<file path="config.mk">
export PLATFORM = sky130hd
export DESIGN_NAME = lsb_stego_bmp_extractor
export DESIGN_NICKNAME = d
export VERILOG_FILES = /design/src/sv/lsbx_pkg.sv /design/src/sv/lsbx_fifo.sv /design/src/sv/lsbx_front.sv /design/src/sv/lsbx_back.sv /design/src/sv/lsb_stego_bmp_extractor.sv
export VERILOG_INCLUDE_DIRS = /design/src /design/src/sv
export SDC_FILE = /design/constraint.sdc
export NUM_CORES = 1
export LEC_CHECK = 0
export CAP_MARGIN = 20
export CORE_ASPECT_RATIO = 1.4
export CORE_UTILIZATION = 69
export CTS_CLUSTER_DIAMETER = 50
export DETAILED_ROUTE_END_ITERATION = 8
export DONT_BUFFER_PORTS = 1
export PLACE_DENSITY = 0.9
export SETUP_SLACK_MARGIN = 0.1
export SLEW_MARGIN = 20
export SYNTH_ARGS = -nofsm -noshare
export SYNTH_HDL_FRONTEND = slang
export SYNTH_SLANG_ARGS = --single-unit
</file>
<file path="constraint.sdc">
create_clock -name i_clk -period 13.05 [get_ports i_clk]
set_input_delay 3.2625 -clock i_clk [delete_from_list [all_inputs] [get_ports i_clk]]
set_output_delay 3.2625 -clock i_clk [all_outputs]
set_load 0.01 [all_outputs]
</file>
<file path="src/sv/lsb_stego_bmp_extractor_assert.svh">
// Assertion macros for the LSB stego extractor RTL.
// No dependencies; included by the modules that carry assertions.
`ifndef LSB_STEGO_BMP_EXTRACTOR_ASSERT_SVH
`define LSB_STEGO_BMP_EXTRACTOR_ASSERT_SVH

// Same-cycle implication, disabled while reset is low
`define LSBX_ASSERT_IMP(label, clk, rst_n, ante, cons, msg) \
    label: assert property (@(posedge clk) disable iff (!rst_n) (ante) |-> (cons)) \
        else $error(msg);

// Next-cycle implication, disabled while reset is low
`define LSBX_ASSERT_NXT(label, clk, rst_n, ante, cons, msg) \
    label: assert property (@(posedge clk) disable iff (!rst_n) (ante) |=> (cons)) \
        else $error(msg);

`endif

</file>
<file path="src/sv/lsbx_pkg.sv">
// Types and constants of the LSB stego BMP extractor.
// No dependencies; imported by lsbx_front, lsbx_back and the top module.
package lsbx_pkg;

    // Configuration register indexes
    localparam logic [1:0] CFG_HEADER_SKIP  = 2'd0;
    localparam logic [1:0] CFG_MAGIC_LENGTH = 2'd1;
    localparam logic [1:0] CFG_MAGIC_TEXT   = 2'd2;

    // Reset values of the configuration registers
    localparam logic [15:0] HEADER_SKIP_RST  = 16'd54;
    localparam logic [3:0]  MAGIC_LENGTH_RST = 4'd2;
    localparam logic [63:0] MAGIC_TEXT_RST   = 64'h0000_0000_0000_2A23;

    // Result status codes
    typedef enum logic [2:0] {
        CODE_EXT      = 3'd0,
        CODE_PAY      = 3'd1,
        CODE_MISMATCH = 3'd2,
        CODE_EXT_LONG = 3'd3,
        CODE_TRUNC    = 3'd4,
        CODE_EMPTY    = 3'd5
    } t_code;

    // One input item
    typedef struct packed {
        logic [7:0] image_byte;
        logic       start_of_image;
        logic       end_of_image;
    } t_in_item;

    // One result item
    typedef struct packed {
        logic [7:0] out_byte;
        t_code      out_code;
        logic       last;
    } t_out_item;

    // Classified item passed from front to back
    typedef struct packed {
        logic data_bit;
        logic is_data;
        logic sof;
        logic eof;
    } t_mid_item;

    // Configuration register set
    typedef struct packed {
        logic [15:0] header_skip;
        logic [3:0]  magic_length;
        logic [63:0] magic_text;
    } t_cfg;

endpackage

</file>
<file path="src/sv/lsbx_fifo.sv">
// Small first-in first-out queue of packed words.
// No dependencies; used between front and back and on the result side.
module lsbx_fifo #(
    parameter int W = 8,
    parameter int D = 4
) (
    input  logic         i_clk,
    input  logic         i_rst_n,
    input  logic         i_push,
    input  logic [W-1:0] i_data,
    output logic         o_full,
    input  logic         i_pop,
    output logic [W-1:0] o_data,
    output logic         o_empty
);

    localparam int AW = (D > 1) ? $clog2(D) : 1;
    localparam int CW = $clog2(D + 1);
    localparam logic [AW-1:0] LAST_PTR = AW'(D - 1);
    localparam logic [CW-1:0] FULL_CNT = CW'(D);

    logic [W-1:0]  r_mem [D];
    logic [AW-1:0] r_wr_ptr;
    logic [AW-1:0] r_rd_ptr;
    logic [CW-1:0] r_count;
    logic          wr_en;
    logic          rd_en;

    assign o_full  = (r_count == FULL_CNT);
    assign o_empty = (r_count == '0);
    assign wr_en   = i_push && !o_full;
    assign rd_en   = i_pop && !o_empty;
    assign o_data  = r_mem[r_rd_ptr];

    // Storage
    always_ff @(posedge i_clk) begin
        if (wr_en) begin
            r_mem[r_wr_ptr] <= i_data;
        end
    end

    // Pointers and fill count
    always_ff @(posedge i_clk) begin
        if (!i_rst_n) begin
            r_wr_ptr <= '0;
            r_rd_ptr <= '0;
            r_count  <= '0;
        end else begin
            if (wr_en) begin
                r_wr_ptr <= (r_wr_ptr == LAST_PTR) ? '0 : r_wr_ptr + AW'(1);
            end
            if (rd_en) begin
                r_rd_ptr <= (r_rd_ptr == LAST_PTR) ? '0 : r_rd_ptr + AW'(1);
            end
            if (wr_en && !rd_en) begin
                r_count <= r_count + CW'(1);
            end else if (rd_en && !wr_en) begin
                r_count <= r_count - CW'(1);
            end
        end
    end

endmodule

</file>
<file path="src/sv/lsbx_front.sv">
// Front end: accepts image bytes, counts off the header, classifies items.
// Depends on lsbx_pkg; feeds the mid queue read by lsbx_back.
module lsbx_front
    import lsbx_pkg::*;
(
    input  logic      i_clk,
    input  logic      i_rst_n,
    input  t_cfg      i_cfg,
    input  logic      i_push,
    input  t_in_item  i_item,
    output logic      o_full,
    input  logic      i_mid_full,
    output logic      o_mid_push,
    output t_mid_item o_mid_item
);

    logic [15:0] r_hdr_cnt;
    logic        r_hdr_done;
    logic [15:0] n_hdr_cnt;
    logic        n_hdr_done;
    logic [15:0] cnt_e;
    logic        done_e;
    logic        is_hdr;
    logic        accept;

    assign o_full = i_mid_full;
    assign accept = i_push && !i_mid_full;

    // Header classification; a start flag restarts the count first
    always_comb begin
        cnt_e      = i_item.start_of_image ? '0 : r_hdr_cnt;
        done_e     = i_item.start_of_image ? 1'b0 : r_hdr_done;
        is_hdr     = !done_e && (cnt_e < i_cfg.header_skip);
        n_hdr_cnt  = is_hdr ? cnt_e + 16'd1 : cnt_e;
        n_hdr_done = done_e || !is_hdr;
    end

    // Pure header bytes without flags carry nothing for the back end
    assign o_mid_push = accept &&
                        (!is_hdr || i_item.start_of_image || i_item.end_of_image);
    assign o_mid_item = '{data_bit: i_item.image_byte[0],
                          is_data:  !is_hdr,
                          sof:      i_item.start_of_image,
                          eof:      i_item.end_of_image};

    always_ff @(posedge i_clk) begin
        if (!i_rst_n) begin
            r_hdr_cnt  <= '0;
            r_hdr_done <= 1'b0;
        end else if (accept) begin
            r_hdr_cnt  <= n_hdr_cnt;
            r_hdr_done <= n_hdr_done;
        end
    end

endmodule

</file>
<file path="src/sv/lsbx_back.sv">
// Back end: bit gatherer and record decoder, one item per cycle while the result queue has room.
// Depends on lsbx_pkg and the assertion macro header.
`include "lsb_stego_bmp_extractor_assert.svh"

module lsbx_back
    import lsbx_pkg::*;
#(
    parameter int MAX_EXTENSION = 16
) (
    input  logic      i_clk,
    input  logic      i_rst_n,
    input  t_cfg      i_cfg,
    input  logic      i_mid_empty,
    input  t_mid_item i_mid_item,
    output logic      o_mid_pop,
    input  logic      i_res_space,
    output logic      o_res_push,
    output t_out_item o_res
);

    typedef enum logic [2:0] {
        PH_MAGIC,
        PH_EXT_LEN,
        PH_EXT,
        PH_PAY_LEN,
        PH_PAYLOAD,
        PH_DONE
    } t_phase;

    localparam logic [31:0] EXT_MAX = 32'(MAX_EXTENSION);

    t_phase      r_phase, n_phase, ph_e;
    logic [4:0]  r_bit_cnt, n_bit_cnt, bc_e;
    logic [31:0] r_shift, n_shift, sh_e;
    logic [2:0]  r_mag_idx, n_mag_idx, idx_e;
    logic [31:0] r_remain, n_remain, rem_e;
    logic        r_bad, n_bad, bad_e;

    logic        take;
    logic [31:0] value;
    logic        need32;
    logic        complete;
    logic [2:0]  mag_last;
    logic [7:0]  mag_byte;
    logic        bad_now;
    logic        res_valid;
    t_out_item   res;

    assign take      = !i_mid_empty && i_res_space;
    assign o_mid_pop = take;

    // Last magic index: zero length counts as one, above eight as eight
    always_comb begin
        if (i_cfg.magic_length == 4'd0) begin
            mag_last = 3'd0;
        end else if (i_cfg.magic_length > 4'd8) begin
            mag_last = 3'd7;
        end else begin
            mag_last = 3'(i_cfg.magic_length - 4'd1);
        end
    end

    assign mag_byte = i_cfg.magic_text[{idx_e, 3'b000} +: 8];

    // Decoder next state
    always_comb begin
        ph_e  = r_phase;
        bc_e  = r_bit_cnt;
        sh_e  = r_shift;
        idx_e = r_mag_idx;
        rem_e = r_remain;
        bad_e = r_bad;
        if (i_mid_item.sof) begin
            ph_e  = PH_MAGIC;
            bc_e  = '0;
            sh_e  = '0;
            idx_e = '0;
            rem_e = '0;
            bad_e = 1'b0;
        end

        n_phase   = ph_e;
        n_bit_cnt = bc_e;
        n_shift   = sh_e;
        n_mag_idx = idx_e;
        n_remain  = rem_e;
        n_bad     = bad_e;
        res_valid = 1'b0;
        res       = '{out_byte: 8'd0, out_code: CODE_EXT, last: 1'b0};

        value    = sh_e | (32'(i_mid_item.data_bit) << bc_e);
        need32   = (ph_e == PH_EXT_LEN) || (ph_e == PH_PAY_LEN);
        complete = need32 ? (bc_e == 5'd31) : (bc_e == 5'd7);
        bad_now  = bad_e || (value[7:0] != mag_byte);

        if (ph_e != PH_DONE) begin
            if (i_mid_item.is_data) begin
                if (!complete) begin
                    n_bit_cnt = bc_e + 5'd1;
                    n_shift   = value;
                end else begin
                    n_bit_cnt = '0;
                    n_shift   = '0;
                    unique case (ph_e)
                        PH_MAGIC: begin
                            n_bad = bad_now;
                            if (idx_e == mag_last) begin
                                n_mag_idx = '0;
                                if (bad_now) begin
                                    res_valid = 1'b1;
                                    res = '{out_byte: 8'd0, out_code: CODE_MISMATCH,
                                            last: 1'b1};
                                    n_phase = PH_DONE;
                                end else begin
                                    n_phase = PH_EXT_LEN;
                                end
                            end else begin
                                n_mag_idx = idx_e + 3'd1;
                            end
                        end
                        PH_EXT_LEN: begin
                            n_remain = value;
                            if (value > EXT_MAX) begin
                                res_valid = 1'b1;
                                res = '{out_byte: 8'd0, out_code: CODE_EXT_LONG,
                                        last: 1'b1};
                                n_phase = PH_DONE;
                            end else if (value == '0) begin
                                n_phase = PH_PAY_LEN;
                            end else begin
                                n_phase = PH_EXT;
                            end
                        end
                        PH_EXT: begin
                            res_valid = 1'b1;
                            res = '{out_byte: value[7:0], out_code: CODE_EXT, last: 1'b0};
                            n_remain = rem_e - 32'd1;
                            if (rem_e <= 32'd1) begin
                                n_phase = PH_PAY_LEN;
                            end
                        end
                        PH_PAY_LEN: begin
                            n_remain = value;
                            if (value == '0) begin
                                res_valid = 1'b1;
                                res = '{out_byte: 8'd0, out_code: CODE_EMPTY, last: 1'b1};
                                n_phase = PH_DONE;
                            end else begin
                                n_phase = PH_PAYLOAD;
                            end
                        end
                        PH_PAYLOAD: begin
                            res_valid = 1'b1;
                            res = '{out_byte: value[7:0], out_code: CODE_PAY,
                                    last: (rem_e <= 32'd1)};
                            n_remain = rem_e - 32'd1;
                            if (rem_e <= 32'd1) begin
                                n_phase = PH_DONE;
                            end
                        end
                        default: ;
                    endcase
                end
            end
            // End of image before completion overrides any character
            if (i_mid_item.eof && (n_phase != PH_DONE)) begin
                res_valid = 1'b1;
                res       = '{out_byte: 8'd0, out_code: CODE_TRUNC, last: 1'b1};
                n_phase   = PH_DONE;
            end
        end
    end

    assign o_res_push = take && res_valid;
    assign o_res      = res;

    // Decoder state
    always_ff @(posedge i_clk) begin
        if (!i_rst_n) begin
            r_phase   <= PH_MAGIC;
            r_bit_cnt <= '0;
            r_shift   <= '0;
            r_mag_idx <= '0;
            r_remain  <= '0;
            r_bad     <= 1'b0;
        end else if (take) begin
            r_phase   <= n_phase;
            r_bit_cnt <= n_bit_cnt;
            r_shift   <= n_shift;
            r_mag_idx <= n_mag_idx;
            r_remain  <= n_remain;
            r_bad     <= n_bad;
        end
    end

    // A terminal result leaves the decoder finished
    `LSBX_ASSERT_NXT(a_last_ends, i_clk, i_rst_n, o_res_push && o_res.last, r_phase == PH_DONE, "terminal result did not end decoding")
    // Once finished, only a start flag brings results again
    `LSBX_ASSERT_IMP(a_done_quiet, i_clk, i_rst_n, take && (r_phase == PH_DONE) && !i_mid_item.sof, !o_res_push, "result while finished")
    // Character phases never gather more than eight bits
    `LSBX_ASSERT_IMP(a_char_bits, i_clk, i_rst_n, (r_phase == PH_MAGIC) || (r_phase == PH_EXT) || (r_phase == PH_PAYLOAD), r_bit_cnt < 5'd8, "bit count overran a character")
    // Results are only pushed into a queue with room
    `LSBX_ASSERT_IMP(a_res_room, i_clk, i_rst_n, o_res_push, i_res_space && !i_mid_empty, "result pushed without room")

endmodule

</file>
<file path="src/sv/lsb_stego_bmp_extractor.sv">
// Top level of the LSB stego BMP extractor: config registers, front, queues, back.
// Depends on lsbx_pkg, lsbx_fifo, lsbx_front and lsbx_back.
//
// Feed image bytes one per transfer on push/full; decoded extension and
// payload characters and terminal status codes come out on empty/pop.
// The block sustains one byte per clock: the front counts off the header
// and forwards data bits into a MID_DEPTH queue, and the back end's decoder
// folds one bit per cycle into its shift register, so it keeps pace as long
// as the OUT_DEPTH result queue has room.
// With both queues empty, a byte's item is registered in the mid queue and its
// result in the result queue before the result appears on the result side.
// Configuration writes are always ready and take effect at once; write them
// only while no transfer is in flight.
module lsb_stego_bmp_extractor
    import lsbx_pkg::*;
#(
    parameter int MAX_EXTENSION = 16,
    parameter int MID_DEPTH     = 4,
    parameter int OUT_DEPTH     = 2
) (
    input  logic        i_clk,
    input  logic        i_rst_n,
    // image byte channel
    input  logic        push,
    input  t_in_item    i_item,
    output logic        full,
    // result channel
    output logic        empty,
    input  logic        pop,
    output t_out_item   o_result,
    // configuration write channel
    input  logic        i_cfg_valid,
    output logic        o_cfg_ready,
    input  logic [1:0]  i_cfg_index,
    input  logic [63:0] i_cfg_data
);

    t_cfg      r_cfg;
    logic      mid_full;
    logic      mid_push;
    t_mid_item mid_in;
    logic      mid_empty;
    logic      mid_pop;
    t_mid_item mid_out;
    logic      res_full;
    logic      res_push;
    t_out_item res_in;
    logic      res_space;

    assign o_cfg_ready = 1'b1;

    // Configuration registers; unknown indexes are dropped
    always_ff @(posedge i_clk) begin
        if (!i_rst_n) begin
            r_cfg.header_skip  <= HEADER_SKIP_RST;
            r_cfg.magic_length <= MAGIC_LENGTH_RST;
            r_cfg.magic_text   <= MAGIC_TEXT_RST;
        end else if (i_cfg_valid) begin
            unique case (i_cfg_index)
                CFG_HEADER_SKIP:  r_cfg.header_skip  <= i_cfg_data[15:0];
                CFG_MAGIC_LENGTH: r_cfg.magic_length <= i_cfg_data[3:0];
                CFG_MAGIC_TEXT:   r_cfg.magic_text   <= i_cfg_data;
                default: ;
            endcase
        end
    end

    lsbx_front u_front (
        .i_clk      (i_clk),
        .i_rst_n    (i_rst_n),
        .i_cfg      (r_cfg),
        .i_push     (push),
        .i_item     (i_item),
        .o_full     (full),
        .i_mid_full (mid_full),
        .o_mid_push (mid_push),
        .o_mid_item (mid_in)
    );

    lsbx_fifo #(
        .W ($bits(t_mid_item)),
        .D (MID_DEPTH)
    ) u_mid_q (
        .i_clk   (i_clk),
        .i_rst_n (i_rst_n),
        .i_push  (mid_push),
        .i_data  (mid_in),
        .o_full  (mid_full),
        .i_pop   (mid_pop),
        .o_data  (mid_out),
        .o_empty (mid_empty)
    );

    // The back end only advances while the result queue has room
    assign res_space = !res_full;

    lsbx_back #(
        .MAX_EXTENSION (MAX_EXTENSION)
    ) u_back (
        .i_clk       (i_clk),
        .i_rst_n     (i_rst_n),
        .i_cfg       (r_cfg),
        .i_mid_empty (mid_empty),
        .i_mid_item  (mid_out),
        .o_mid_pop   (mid_pop),
        .i_res_space (res_space),
        .o_res_push  (res_push),
        .o_res       (res_in)
    );

    // Result queue feeding the result port
    lsbx_fifo #(
        .W ($bits(t_out_item)),
        .D (OUT_DEPTH)
    ) u_res_q (
        .i_clk   (i_clk),
        .i_rst_n (i_rst_n),
        .i_push  (res_push),
        .i_data  (res_in),
        .o_full  (res_full),
        .i_pop   (pop),
        .o_data  (o_result),
        .o_empty (empty)
    );

endmodule

</file>
=== Word level (Yosys, flattened, before mapping) ===
Memories as Yosys holds them, arrays and structs flattened. A register that Yosys moved wholly into a read port is not among the register bits.
Cells that the tools add are included.

* Bits in registers: 188
* RAM bits: 40
* Input bits: 81
* Output and inout port bits: 15
* Word-level logic and storage cells: 175
* Memories: 2

{| class="wikitable"
|+ Memories
! memory !! words !! width !! read ports !! clocked after Yosys merged registers in !! write ports !! RTL line !! text
|-
| u_res_q.r_mem || 2 || 12 || 1 || 1 || 1 || lsbx_fifo.sv:22 || <nowiki>logic [W-1:0] r_mem [D];</nowiki>
|-
| u_mid_q.r_mem || 4 || 4 || 1 || 1 || 1 || lsbx_fifo.sv:22 ||
|}

* $add $sub $neg: 13
* $lt $le $gt $ge: 4
* Equal/unequal tests: 16
* Shift-type cells: 2
* Muxes and demuxes: 78
* Bitwise gates (word level): 1
* Reductions and logical operators: 42

{| class="wikitable"
|+ Operator list
! operator !! count
|-
| $mux W32 || 8
|-
| $mux W3 || 23
|-
| $pmux W32 S2 || 1
|-
| $shiftx A64 B7 Y8 || 1
|-
| $mux W12 || 5
|-
| $pmux W12 S5 || 1
|-
| $gt A32 B5 Y1 const B || 1
|-
| $le A32 B1 Y1 const B || 1
|-
| $logic_not A32 Y1 || 1
|-
| $mux W16 || 2
|-
| $or A32 B32 Y32 || 1
|-
| $shl A1 B5 Y32 || 1
|-
| $sub A32 B1 Y32 const B || 1
|-
| $mux W1 || 25
|-
| $mux W5 || 4
|-
| $add A16 B1 Y16 const B || 1
|-
| $lt A16 B16 Y1 || 1
|-
| $pmux W3 S5 || 1
|-
| $logic_and A1 B1 Y1 || 14
|-
| $mux W2 || 6
|-
| $logic_not A1 Y1 || 10
|-
| $eq A2 B2 Y1 const B || 4
|-
| $ne A8 B8 Y1 || 1
|-
| $add A2 B1 Y2 const B || 3
|-
| other kinds (23) || 39
|}

=== Longest topological paths before layout ===
Gate-level depths: netlist (run 1).

* Depth after elaboration: 21
* Gate-level depth with buffers: 22
* Gate-level depth less buffers: 17

=== By module ===
Synthesis (run 1) repeated with hierarchy kept, for this count alone.

* Cell total of the unflattened synthesis: 1,565
* Area total of the unflattened synthesis: 13,515.5 um2

{| class="wikitable"
|+ By module, submodules not included
! module !! instances !! cells an instance !! area each (um2) !! sequential area each (um2)
|-
| lsbx_back || 1 || 861 || 6,377.4 || 1,521.5
|-
| lsb_stego_bmp_extractor || 1 || 357 || 3,350.7 || 1,681.6
|-
| lsbx_front || 1 || 214 || 1,641.6 || 340.3
|-
| lsbx_fifo at u_res_q || 1 || 62 || 1,094.8 || 820.8
|-
| lsbx_fifo at u_mid_q || 1 || 71 || 1,051.0 || 660.6
|}

=== Least setup slack after synthesis (run 1) ===
No wires, ideal clock.

* Kind: input port to flip-flop
* Start: input port i_item[1] (netlist name)
* End: register u_mid_q.r_count[2]
* Setup time: 70 ps
* Data arrival time: 7,209 ps
* Required time: 12,980 ps
* Setup slack: 5,770 ps
* Stages on the path: 19
* Path buffers: 3
* Cells stage by stage: clkbuf_1 > clkbuf_1 > nor2b_1 > ha_1 > o21ai_0 > a21boi_0 > o21a_1 > o21a_1 > o21a_1 > o21ai_0 > a2111oi_0 > o41a_1 > clkbuf_1 > ha_1 > inv_1 > fa_1 > xor2_1 > or3_1 > a21oi_1

* Word-level cells in the longest chain between the ends: 11
* Elaborated cells on any way between the ends: 15
* Classes of those cells: order compare (1); mux (3); reduce/logical (11)

{| class="wikitable"
|+ RTL lines
! element !! RTL line !! text
|-
| from (decl) || lsb_stego_bmp_extractor.sv:25 || <nowiki>input t_in_item i_item,</nowiki>
|-
| $mux W16 / $mux W1 (equally long branches) || lsbx_front.sv:31, lsbx_front.sv:32 ||
|-
| $lt A16 B16 Y1 / $logic_not A1 Y1 (equally long branches) || lsbx_front.sv:33 || <nowiki>is_hdr = !done_e && (cnt_e < i_cfg.header_skip);</nowiki>
|-
| $logic_and A1 B1 Y1 || lsbx_front.sv:33 ||
|-
| $logic_not A1 Y1 || lsbx_front.sv:40 || <nowiki>(!is_hdr || i_item.start_of_image || i_item.end_of_image);</nowiki>
|-
| $logic_or A1 B1 Y1 (*) (2 in a row) || lsbx_front.sv:40 ||
|-
| $logic_and A1 B1 Y1 (*) || lsbx_front.sv:39 || <nowiki>assign o_mid_push = accept &&</nowiki>
|-
| $logic_and A1 B1 Y1 (*) || lsbx_fifo.sv:31 || <nowiki>assign wr_en = i_push && !o_full;</nowiki>
|-
| net u_mid_q.wr_en || lsbx_fifo.sv:26 || <nowiki>logic wr_en;</nowiki>
|-
| $logic_not A1 Y1 || lsbx_fifo.sv:57 || <nowiki>end else if (rd_en && !wr_en) begin</nowiki>
|-
| $logic_and A1 B1 Y1 || lsbx_fifo.sv:57 ||
|-
| $reduce_bool A2 Y1 (no source line) || - ||
|-
| to (signal assigned) || lsbx_fifo.sv:56 || <nowiki>r_count <= r_count + CW'(1);</nowiki>
|-
| to (signal assigned) || lsbx_fifo.sv:58 || <nowiki>r_count <= r_count - CW'(1);</nowiki>
|-
| to (decl) || lsbx_fifo.sv:25 || <nowiki>logic [CW-1:0] r_count;</nowiki>
|}

Mark *: on every way through the listed nets, which the timed path passes. The rest lies on a longest branch.
A chain may end at the register's enable or synchronous reset.

=== Final worst setup path (run 1) ===
* Start: input port i_item[1] (netlist name)
* End: register u_mid_q.r_count[2]

* Word-level cells in the longest chain between the ends: 11
* Elaborated cells on any way between the ends: 15
* Classes of those cells: order compare (1); mux (3); reduce/logical (11)

{| class="wikitable"
|+ RTL lines
! element !! RTL line
|-
| $mux W16 / $mux W1 (equally long branches) || lsbx_front.sv:31, lsbx_front.sv:32
|-
| $lt A16 B16 Y1 / $logic_not A1 Y1 (equally long branches) || lsbx_front.sv:33
|-
| $logic_and A1 B1 Y1 || lsbx_front.sv:33
|-
| $logic_not A1 Y1 || lsbx_front.sv:40
|-
| $logic_or A1 B1 Y1 (*) (2 in a row) || lsbx_front.sv:40
|-
| $logic_and A1 B1 Y1 (*) || lsbx_front.sv:39
|-
| $logic_and A1 B1 Y1 (*) || lsbx_fifo.sv:31
|-
| $logic_not A1 Y1 || lsbx_fifo.sv:57
|-
| $logic_and A1 B1 Y1 || lsbx_fifo.sv:57
|-
| $reduce_bool A2 Y1 (no source line) || -
|}

Mark *: on every way between the ends. The rest lies on a longest branch, timed or not.

==> flow_summary_export.csv, run 1 <==
group,metric,value,unit
floorplan,die_area,18300,um^2
logic_synthesis,yosysTopAreaCellShare,31.1,%
drt,routedWlPerCell,19.0,um
drt,drt-initial-drc-count,1104,
logic_synthesis,synth_area_leader_cell,"dfxtp_1",
setup_path,regToRegSetupSlack,7900,ps
logic_synthesis,synth_cell_types,84,
logic_synthesis,syn_area,12300,um^2
sta,min_period,6130,ps
global_route,groute.usage.overall,35.2,%
setup_path,r2r_end,"u_res_q.r_mem[0][8]$_DFFE_PP_",
floorplan,rows,57,
finish,antennaDiodeCount,0,
setup_path,rr_worst_depth,12,
run_status,status,"complete, no violations",
logic_synthesis,synth_area_leaders,"dfxtp_1 31%, edfxtp_1 9.8%, nand2_1 7.4%",
global_route,overflow,0,
place,dpl.hpwl,21.5,mm
drt,drtPass1Iterations,6,
pwr,ir_worst_vdd,0.117,mV
sta,fin_skew,22.6,ps
floorplan,die_h,160,um
floorplan,die-width,115,um
global_route,use_met2,60.6,%
sta,rsz0062_at_grt,"false",
sta,fin_ws,6920,ps
logic_synthesis,yosysWarnings,0,
sta,fin_setup_tns,0,ps
drt,wl,31.9,mm
place,numPortBuffers,0,
finish,fill_cells,1295,
clock_network,cts_resized,0,
global_route,grt_max_degree,84,
worst_hold_path,hold_start,"r_cfg[17]$_SDFFE_PN0P_",
setup_path,required,13480,ps
flow_run,cap_violations,0,
worst_hold_path,min_path_type,"reg -> reg",
setup_path,path_max_fanout,24,
finish,layout.nets,1533,
drt,vias,11053,
logic_synthesis,synth_edf_count,40,
floorplan,core,17400,um^2
clock_network,clock_latency,530,ps
global_route,use_met3,7.10,%
logic_synthesis,ys_seq_area_share,40.9,%
global_route,antenna_found_initial,1,
logic_synthesis,syn_inst,1484,
logic_synthesis,synth-main-ff-cell,"dfxtp_1",
clock_network,htreeDepth,1,
place,pre_cts_ws,6430,ps
finish,mostFrequentLayoutCell,"nand2_1",
clock_network,cts-hold-fix-buffers,0,
sta,slew_headroom,28.6,%
logic_synthesis,ys_ff_latch,231,
clock_network,cts_root_buf,"clkbuf_16",
clock_network,tritoncts,"done",
logic_synthesis,avgSynthCellArea,8.27,um^2
finish,final_cell_mix,"241 x nand2_1, 191 x dfxtp_1, 160 x a21oi_1, 148 x nor2_1, 77 x o21ai_0",
floorplan,initial_core_util,70.5,%
setup_path,crit_path_end_kind,"flop",
global_route,met1_usage,38.8,%
sta,report.final.slew_viol_count,0,
sta,worst_pin_slew,1070,ps
clock_network,post-cts-setup-buffers,0,
worst_hold_path,holdPathEnd,"r_cfg[17]$_SDFFE_PN0P_",
sta,min_period_over_period,47.0,%
pwr,power.density,160,nW/um^2
sta,fmax,0.163,GHz
global_route,grt_pass1_wl,52.1,mm
clock_network,cts_made_buffers,23,
pwr,leakage,4.69,nW
place,gp_congestion,0.959,
finish,syn_to_final_growth,6.53,%
clock_network,clk_pin_slew,60,ps
finish,drive_gt1_share,8.47,%
clock_network,cts_buffer_depth,3,
logic_synthesis,synthArstFlopShare,0,%
sta,setup_viol,0,
logic_synthesis,syn-num-nets,1593,
drt,drcViolationCount,0,
global_route,grt_pass1_vias,10993,
worst_hold_path,hold_path_depth,2,
global_route,top_usage_layer,"met2",
clock_network,clock_sinks,231,
floorplan,ioPinCount,96,
sta,hold_viol,0,
place,place_inst,1635,
drt,ant_nets,0,
drt,via_per_inst,6.59,
setup_path,worstSetupStartpointType,"input port",
setup_path,worstSetupPathType,"in -> reg",
finish,final-instance-count-excl-fill,1676,
setup_path,worstPathArrival,6560,ps
-- metrics by stage --
step           area [um^2]  total power (W)  hold slack, ps  util [%]
6_report             13100          0.00209             454      75.2
5_1_grt              13100          0.00217             475      75.2
4_1_cts              13100          0.00208             455      75.1
3_5_place_dp         12300          0.00141             444      70.7
3_3_place_gp         12300          0.00139             439      70.7
2_1_floorplan        12300          0.00127             433         -
-- routing by layer --
| layer | vias to the layer above | wire length, um | part of all wire (%) |
|---|---|---|---|
| li1 | 5114 | - | - |
| met1 | 5198 | 11400 | 36 |
| met2 | 569 | 15900 | 50 |
| met4 | 2 | 2020 | 6.3 |
| met3 | 170 | 2620 | 8.2 |
| met5 | - | 13 | 0.041 |
-- final cells by class --
| class | count | area, um^2 | share of cell area, % |
|---|---|---|---|
| clock inverter | 10 | 129 | 0.985 |
| multi-input combinational | 1112 | 6720 | 51.4 |
| inverter | 40 | 153 | 1.17 |
| clock buffer | 31 | 639 | 4.89 |
| sequential | 231 | 5020 | 38.4 |
| timing repair buffer | 16 | 120 | 0.918 |
| tap | 236 | 295 | 2.26 |
-- worst max-delay path by stage --
| stage | depth (start not counted) | end | start | slack [ps] |
|---|---|---|---|---|
| 2_1_floorplan | 19 | u_mid_q.r_count[2]$_SDFFE_PN0P_ | i_item[1] | 5770 |
| 3_3_place_gp | 17 | u_mid_q.r_count[2]$_SDFFE_PN0P_ | i_item[1] | 6530 |
| 3_5_place_dp | 17 | u_mid_q.r_count[2]$_SDFFE_PN0P_ | i_item[1] | 6430 |
| 4_1_cts | 17 | u_mid_q.r_count[2]$_SDFFE_PN0P_ | i_item[1] | 6950 |
| 5_1_grt | 17 | u_mid_q.r_count[2]$_SDFFE_PN0P_ | i_item[1] | 6650 |
| 6_report | 17 | u_mid_q.r_count[2]$_SDFFE_PN0P_ | i_item[1] | 6920 |
-- kinds of logic after synthesis --
group	count (synthesis)	share of synthesized area (%)
DFF	231	40.9
and+or+nand+nor	607	23.1
AOI/OAI and AO/OA	377	18.6
muxes	53	6.50
buffers and inverters	141	4.58
adders and majority gates	29	3.00
other	1	0.0305
xor gates and xnor gates	45	3.21
-- power by group --
part | internal, W | switching [W] | total [W]
logic | 0.000178 | 0.000399 | 0.000577
registers | 0.000786 | 0.0000518 | 0.000838
clock network | 0.000403 | 0.000275 | 0.000678
-- cells in the mapped netlist, drive strengths merged (22+ instances only) --
master / n
nand2: 241
dfxtp: 191
a21oi: 160
nor2: 156
o21ai: 80
clkbuf: 79
edfxtp: 40
inv: 39
a22oi: 36
nor2b: 31
nor3: 29
nand3: 28
ha: 27
xor2: 26
buf: 22
-- registers in the layout, summed over array words and instances (netlist names), 2 cells and up, named ones only --
signal / count
u_mid_q.r_count: 3
u_back.r_shift: 32
u_front.r_hdr_cnt: 16
u_back.r_phase: 3
r_cfg: 84
u_res_q.r_mem: 24
u_mid_q.r_wr_ptr: 2
u_back.r_remain: 32
u_back.r_bit_cnt: 5
u_back.r_mag_idx: 3
u_mid_q.r_rd_ptr: 2
u_res_q.r_count: 2
u_mid_q.r_mem: 16
-- worst max-delay path, cell delays in order --
cell and delay [ps]:
nor2b_1 50, ha_1 260, o21ai_0 70, a21boi_0 170, o21a_1 130, o21a_1 120, o21a_1 100, o21ai_0 110
a2111oi_2 380, buf_4 260, o41a_1 310, ha_1 260, inv_1 70, fa_1 370, xor2_1 170, or3_1 310
a21oi_1 140
Power figures use the tool's default switching activity.
==> inputs of run 2 (changes only) <==
--- a/config.mk
+++ b/config.mk
@@ -8,11 +8,11 @@
 export LEC_CHECK = 0
 export CAP_MARGIN = 20
 export CORE_ASPECT_RATIO = 1.4
-export CORE_UTILIZATION = 69
+export CORE_UTILIZATION = 64
 export CTS_CLUSTER_DIAMETER = 50
 export DETAILED_ROUTE_END_ITERATION = 8
 export DONT_BUFFER_PORTS = 1
-export PLACE_DENSITY = 0.9
+export PLACE_DENSITY = 0.85
 export SETUP_SLACK_MARGIN = 0.1
 export SLEW_MARGIN = 20
 export SYNTH_ARGS = -nofsm -noshare
==> constraint.sdc (replaced) <==
create_clock -name i_clk -period 5.66 [get_ports i_clk]
set_input_delay 1.415 -clock i_clk [delete_from_list [all_inputs] [get_ports i_clk]]
set_output_delay 1.415 -clock i_clk [all_outputs]
set_load 0.01 [all_outputs]
==> run 2 against run 1 <==
- first-iteration DRC count decreased by 20%
- wire length rose by 0.14%
- global-route usage is 3.5 points lower
- non-clock buffer count increased by 7
- clock skew down 10 ps
- sequential power increased by 130%
- count of clock-buffer cells in the layout unchanged
- sequential share of layout area decreased by 0.22 points
- core utilization shrank 4.7 points
- die area increased by 7.7%
- largest cell class unchanged
==> flow_summary_export.csv, run 2 (synthesized netlist as in run 1, its figures left out) <==
group,metric,value,unit
setup_path,cp_slowest_cell,"mux4_1",
setup_path,worstSetupPathType,"reg -> reg",
floorplan,die-width,119,um
pwr,ir_worst_vdd,0.294,mV
clock_network,post-cts-setup-buffers,0,
place,placed_cell_area,12400,um^2
floorplan,core,18700,um^2
setup_path,path_max_fanout,11,
setup_path,cp_common_cell,"a41oi_1",
clock_network,cts_made_buffers,23,
global_route,grt_max_degree,107,
finish,final_area,13200,um^2
clock_network,cts-hold-fix-buffers,0,
worst_hold_path,min_path_type,"reg -> reg",
finish,reg.largest.list,"r_cfg x84, u_back.r_remain x32, u_back.r_shift x32",
floorplan,ioPinCount,96,
place,dpl.hpwl,22.1,mm
clock_network,cts_resized,0,
clock_network,cts_buffer_depth,3,
sta,hold_viol,0,
drt,drt-initial-drc-count,879,
setup_path,worstPathArrival,5150,ps
setup_path,worstSetupStartpointType,"flop",
run_status,status,"complete, no violations",
pwr,leakage,4.73,nW
clock_network,htreeDepth,1,
sta,fmax,0.211,GHz
drt,wl_met3,2.24,mm
sta,rsz0062_at_grt,"false",
drt,m1WireLength,11.8,mm
global_route,overflow,0,
finish,largest_reg_flops,84,
drt,wl,31.9,mm
drt,drtPass1Iterations,8,
finish,drive_gt1_share,8.64,%
sta,report.final.slew_viol_count,0,
sta,slew_headroom,30.0,%
flow_run,cap_violations,0,
place,numPortBuffers,0,
drt,drcViolationCount,0,
finish,antennaDiodeCount,0,
place,gp_congestion,0.983,
drt,ant_nets,0,
global_route,grt_pass1_wl,51.2,mm
clock_network,cts_root_buf,"clkbuf_16",
global_route,groute.usage.overall,31.8,%
clock_network,clk_pin_slew,70,ps
setup_path,crit_path_end_kind,"flop",
drt,via_per_inst,6.40,
finish,regMostFlops,"r_cfg",
clock_network,clock_latency,510,ps
finish,mostFrequentLayoutCell,"nand2_1",
drt,top_layer,"met4",
global_route,antenna_found_initial,0,
floorplan,die_area,19700,um^2
global_route,grt_pass1_vias,10610,
sta,fin_skew,12.4,ps
floorplan,initial_core_util,65.7,%
drt,routedWlPerCell,18.9,um
clock_network,tritoncts,"done",
finish,final_cell_mix,"241 x nand2_1, 191 x dfxtp_1, 160 x a21oi_1, 149 x nor2_1, 77 x o21ai_0",
sta,worst_pin_slew,1040,ps
setup_path,required,6090,ps
setup_path,cp.buffers_inverters,0,
setup_path,path_cells,"mux4_1 -> a31oi_1 -> a41oi_1 -> a221oi_1 -> a41oi_1 -> a41oi_2 -> nor4b_4 -> nor4_4 -> a21boi_2 -> o21ba_2 -> ha_1 -> or3_1 -> a21oi_1",
finish,syn_to_final_growth,7.14,%
sta,min_period,4730,ps
drt,dr_wl_met2,16.3,mm
floorplan,die_h,166,um
sta,min_period_over_period,83.5,%
sta,setup_viol,0,
drt,vias,10820,
pwr,power.density,369,nW/um^2
sta,fin_setup_tns,0,ps
setup_path,critical_path.top_delay_family,"compound AO/OA/AOI/OAI gates",
finish,layout.nets,1540,
setup_path,cpPeakStageDelay,830,ps
floorplan,rows,59,
clock_network,clock_sinks,231,
## run 2: cell type report
| type | count | area, um^2 |
|---|---|---|
| fillers | 1454 | 5520 |
| repair buffers | 23 | 173 |
| flip-flops and latches | 231 | 5020 |
| clock inverters | 10 | 126 |
| well taps | 244 | 305 |
| clock buffers | 31 | 657 |
| multi-input cells | 1112 | 6710 |
| inverters | 40 | 155 |
## run 2: metal layers
layer / vias to the layer above / track usage (%)
met5: - / 0
met4: 0 / 17.8
met3: 120 / 5.77
met2: 441 / 56.8
met1: 5115 / 35.1
li1: 5144 / -
## run 2: final timing paths
| kind | cells past startpoint | start | slack, ps | to |
|---|---|---|---|---|
| setup / recovery | 13 | flop | 930 | u_res_q.r_count[1]$_SDFFE_PN0P_ |
| hold / removal | 2 | r_cfg[61]$_SDFFE_PN0P_ | 460 | r_cfg[61]$_SDFFE_PN0P_ |
| setup reg to reg | 13 | flop | 930 | u_res_q.r_count[1]$_SDFFE_PN0P_ |
| hold reg to reg | 2 | r_cfg[61]$_SDFFE_PN0P_ | 460 | r_cfg[61]$_SDFFE_PN0P_ |
## run 2: through the flow
stage | cells | hold WS (ps) | util (%) | setup slack [ps] | total power, W
2_1_floorplan | 1484 | 433 | - | 228 | 0.00292
3_3_place_gp | 1650 | 440 | 66.2 | 961 | 0.00322
3_5_place_dp | 1650 | 447 | 66.2 | 871 | 0.00327
4_1_cts | 1691 | 455 | 70.4 | 949 | 0.00483
5_1_grt | 1691 | 469 | 70.4 | 702 | 0.00504
6_report | 1691 | 456 | 70.4 | 931 | 0.00485
## run 2: power breakdown
| part | leakage (nW) | switching, W | total (W) | internal, W |
|---|---|---|---|---|
| combinational | 2.43 | 0.000918 | 0.00134 | 0.000421 |
| sequential | 1.92 | 0.000118 | 0.00193 | 0.00181 |
| clock | 0.384 | 0.000635 | 0.00159 | 0.000950 |
## run 2: worst register-to-register path: stages (launching register included)
cell	delay, ps
dfxtp_1	570
mux4_1	830
a31oi_1	420
a41oi_1	180
a221oi_1	460
a41oi_1	220
a41oi_2	300
nor4b_4	300
nor4_4	60
a21boi_2	240
o21ba_2	270
ha_1	300
or3_1	350
a21oi_1	150
==> inputs of run 3 (changes only) <==
--- a/config.mk
+++ b/config.mk
@@ -6,13 +6,14 @@
 export SDC_FILE = /design/constraint.sdc
 export NUM_CORES = 1
 export LEC_CHECK = 0
+export ABC_AREA = 1
 export CAP_MARGIN = 20
 export CORE_ASPECT_RATIO = 1.4
-export CORE_UTILIZATION = 64
+export CORE_UTILIZATION = 58
 export CTS_CLUSTER_DIAMETER = 50
 export DETAILED_ROUTE_END_ITERATION = 8
 export DONT_BUFFER_PORTS = 1
-export PLACE_DENSITY = 0.85
+export PLACE_DENSITY = 0.81
 export SETUP_SLACK_MARGIN = 0.1
 export SLEW_MARGIN = 20
 export SYNTH_ARGS = -nofsm -noshare
==> constraint.sdc (replaced) <==
create_clock -name i_clk -period 3.98 [get_ports i_clk]
set_input_delay 0.995 -clock i_clk [delete_from_list [all_inputs] [get_ports i_clk]]
set_output_delay 0.995 -clock i_clk [all_outputs]
set_load 0.01 [all_outputs]
==> run 3 against run 2 <==
- clock skew grew 15 ps
- critical path type unchanged
- sequential power grew 63%
- cell count is 29% higher
- sequential cell count stayed put
- total power up 120%
- core utilization down 4.5 points
- worst hold slack improved by 0.92 ps
- worst setup slack got worse by 550 ps
- synthesized cell count is 25% higher
==> flow_summary_export.csv, run 3 <==
group,metric,value,unit
finish,largest_reg_flops,84,
setup_path,required,4390,ps
setup_path,r2r_end,"u_res_q.r_count[1]$_SDFFE_PN0P_",
logic_synthesis,avgSynthCellArea,7.06,um^2
clock_network,htreeDepth,1,
finish,final_area,14500,um^2
drt,wl,35.5,mm
sta,min_period,3600,ps
pwr,ir_worst_vdd,0.543,mV
worst_hold_path,hold_start,"r_cfg[27]$_SDFFE_PN0P_",
logic_synthesis,synth_edf_count,40,
logic_synthesis,synth_area_leaders,"dfxtp_1 29%, nand2_1 13%, edfxtp_1 9.2%",
place,placed_cell_area,13500,um^2
setup_path,worstSetupPathType,"reg -> reg",
logic_synthesis,ys_seq_area_share,38.4,%
logic_synthesis,synthArstFlopShare,0,%
global_route,grt_max_degree,83,
setup_path,rr_worst_depth,27,
global_route,overflow,0,
worst_hold_path,min_path_type,"reg -> reg",
run_status,status,"complete, no violations",
finish,reg.largest.list,"r_cfg x84, u_back.r_remain x32, u_back.r_shift x32",
setup_path,crit_path_end_kind,"flop",
worst_hold_path,holdPathEnd,"r_cfg[27]$_SDFFE_PN0P_",
sta,rsz0062_at_grt,"false",
sta,min_period_over_period,90.4,%
logic_synthesis,synth_cell_types,63,
clock_network,clk_pin_slew,70,ps
finish,syn_to_final_growth,10.9,%
sta,fin_skew,27.1,ps
finish,layout.nets,1968,
drt,wl_met3,2.35,mm
place,numPortBuffers,0,
logic_synthesis,yosysTopAreaCellShare,29.2,%
place,gp_congestion,0.923,
place,place_inst,2118,
sta,worst_pin_slew,854,ps
logic_synthesis,syn-num-nets,1963,
drt,drt-initial-drc-count,1042,
floorplan,initial_core_util,59.4,%
logic_synthesis,syn_inst,1854,
place,dpl.hpwl,24.3,mm
global_route,grt_pass1_vias,11865,
drt,drcViolationCount,0,
logic_synthesis,yosysMostFrequentCell,"nand2_1",
sta,slew_headroom,43.1,%
finish,mostFrequentLayoutCell,"nand2_1",
logic_synthesis,ys_ff_latch,231,
drt,vias,12667,
logic_synthesis,synth_area_leader_cell,"dfxtp_1",
setup_path,path_max_fanout,7,
drt,m1WireLength,13.7,mm
pwr,leakage,5.82,nW
logic_synthesis,synth-main-ff-cell,"dfxtp_1",
floorplan,die_h,180,um
clock_network,cts_made_buffers,24,
logic_synthesis,synthTopCellsByCount,"464 x nand2_1, 191 x dfxtp_1, 188 x a21oi_1, 180 x inv_1, 155 x nor2_1",
logic_synthesis,yosysWarnings,0,
worst_hold_path,hold_path_depth,2,
setup_path,worstSetupStartpointType,"flop",
logic_synthesis,syn_area,13100,um^2
floorplan,die_area,23200,um^2
clock_network,tritoncts,"done",
clock_network,clock_latency,530,ps
sta,setup_viol,0,
floorplan,rows,64,
global_route,groute.usage.overall,30.0,%
global_route,grt_pass1_wl,56.4,mm
drt,via_per_inst,5.83,
flow_run,cap_violations,0,
floorplan,die-width,129,um
finish,antennaDiodeCount,0,
sta,fin_setup_tns,0,ps
drt,ant_nets,0,
drt,drtPass1Iterations,6,
finish,drive_gt1_share,12.3,%
sta,fmax,0.278,GHz
finish,final_cell_mix,"455 x nand2_1, 189 x dfxtp_1, 187 x a21oi_1, 177 x inv_1, 154 x nor2_1",
finish,regMostFlops,"r_cfg",
sta,report.final.slew_viol_count,0,
pwr,power.density,733,nW/um^2
sta,hold_viol,0,
floorplan,ioPinCount,96,
drt,top_layer,"met4",
floorplan,core,22000,um^2
drt,routedWlPerCell,16.3,um
clock_network,clock_sinks,231,
clock_network,cts_buffer_depth,3,
global_route,antenna_found_initial,0,
setup_path,worstPathArrival,4000,ps
drt,dr_wl_met2,17.3,mm
clock_network,cts_root_buf,"clkbuf_16",
finish,final-instance-count-excl-fill,2174,
setup_path,regToRegSetupSlack,380,ps
[run 3: changes by cell type after synthesis, sizes merged, moves of 20 or more]
cell and change:
a22oi -34, o21ai +64, a221oi +20, o211ai +21, a21oi +30, nand2 +243
inv +151, nor2b -31, nand3 +86
[run 3: layer usage]
layer,global-route usage (%),up-vias
li1,-,6214
met5,0,-
met1,34.4,5828
met2,52.5,499
met3,4.55,126
met4,17.2,0
[run 3: worst max-delay path: stages (launching register included)]
cell     delay [ps]
dfxtp_2         410
inv_2           110
nand3_4         160
nand2_4         140
nand2_2         150
inv_1           110
nor3_2          240
nand3_1         150
nand2_2         130
inv_2           110
nand2_1          80
nand2_1          50
nor2_1          120
nand3_2         130
nand2_2         130
nand3_1         100
nand2_1          70
nand2_1          80
nand3_2          90
nand2_4          50
nand2_2          90
nand2_1          80
inv_1            90
ha_1            240
a21oi_1         110
o21ai_1          90
o21ai_1         120
a21oi_1          50
[run 3: power breakdown]
| part | switching [W] | total (W) | internal (W) |
|---|---|---|---|
| Sequential | 0.000261 | 0.00315 | 0.00289 |
| Clock | 0.000987 | 0.00230 | 0.00132 |
| Combinational | 0.00345 | 0.00519 | 0.00175 |
| Total | 0.00470 | 0.0107 | 0.00596 |
[run 3: final cells by class]
| cell class | instances | area, um^2 |
|---|---|---|
| Inverter | 195 | 741 |
| Tap cell | 297 | 372 |
| Sequential cell | 231 | 5030 |
| Clock inverter | 16 | 163 |
| Timing Repair Buffer | 74 | 597 |
| Multi-Input combinational cell | 1333 | 6970 |
| Fill cell | 1899 | 7500 |
| Clock buffer | 28 | 647 |
[run 3: worst max-delay path by stage]
stage	from	end	slack, ps	cells past startpoint
2_1_floorplan	i_item[1]	u_front.r_hdr_cnt[15]$_SDFFE_PN0P_	140	17
3_3_place_gp	flop	u_res_q.r_count[1]$_SDFFE_PN0P_	260	26
3_5_place_dp	flop	u_res_q.r_count[1]$_SDFFE_PN0P_	120	26
4_1_cts	flop	u_res_q.r_count[1]$_SDFFE_PN0P_	130	26
5_1_grt	flop	u_res_q.r_count[1]$_SDFFE_PN0P_	50	28
6_report	flop	u_res_q.r_count[1]$_SDFFE_PN0P_	380	27
[run 3: through the flow]
stage / total power, W / hold slack [ps] / utilization, % / setup WS (ps)
final: 0.0107 / 457 / 65.9 / 383
after global routing: 0.0114 / 475 / 65.9 / 54.9
after CTS: 0.0104 / 456 / 65.0 / 127
after detailed placement: 0.00808 / 446 / 61.3 / 120
after global placement: 0.00796 / 435 / 61.3 / 256
after floorplan: 0.00689 / 425 / - / 136
[run 3: cell families (layout without fill, tap and decap cells)]
kind of cell | count (synthesis) | after routing | synth area share [%]
flip-flops | 231 | 231 | 38.4
buffers and inverters | 292 | 313 | 9.31
other | 1 | 1 | 0.0286
XOR/XNOR | 18 | 18 | 1.20
AO/OA/AOI/OAI | 437 | 437 | 19.2
multiplexers | 12 | 12 | 1.03
adder cells (fa/ha/maj) | 28 | 28 | 2.73
AND/OR/NAND/NOR | 835 | 837 | 28.1
[run 3: what timing repair did]
action / CTS / global route
endpoints found under the setup margin: 0 / 20
gates resized for setup: 0 / 29
hold buffers: 0 / 0
buffers inserted: 0 / 9
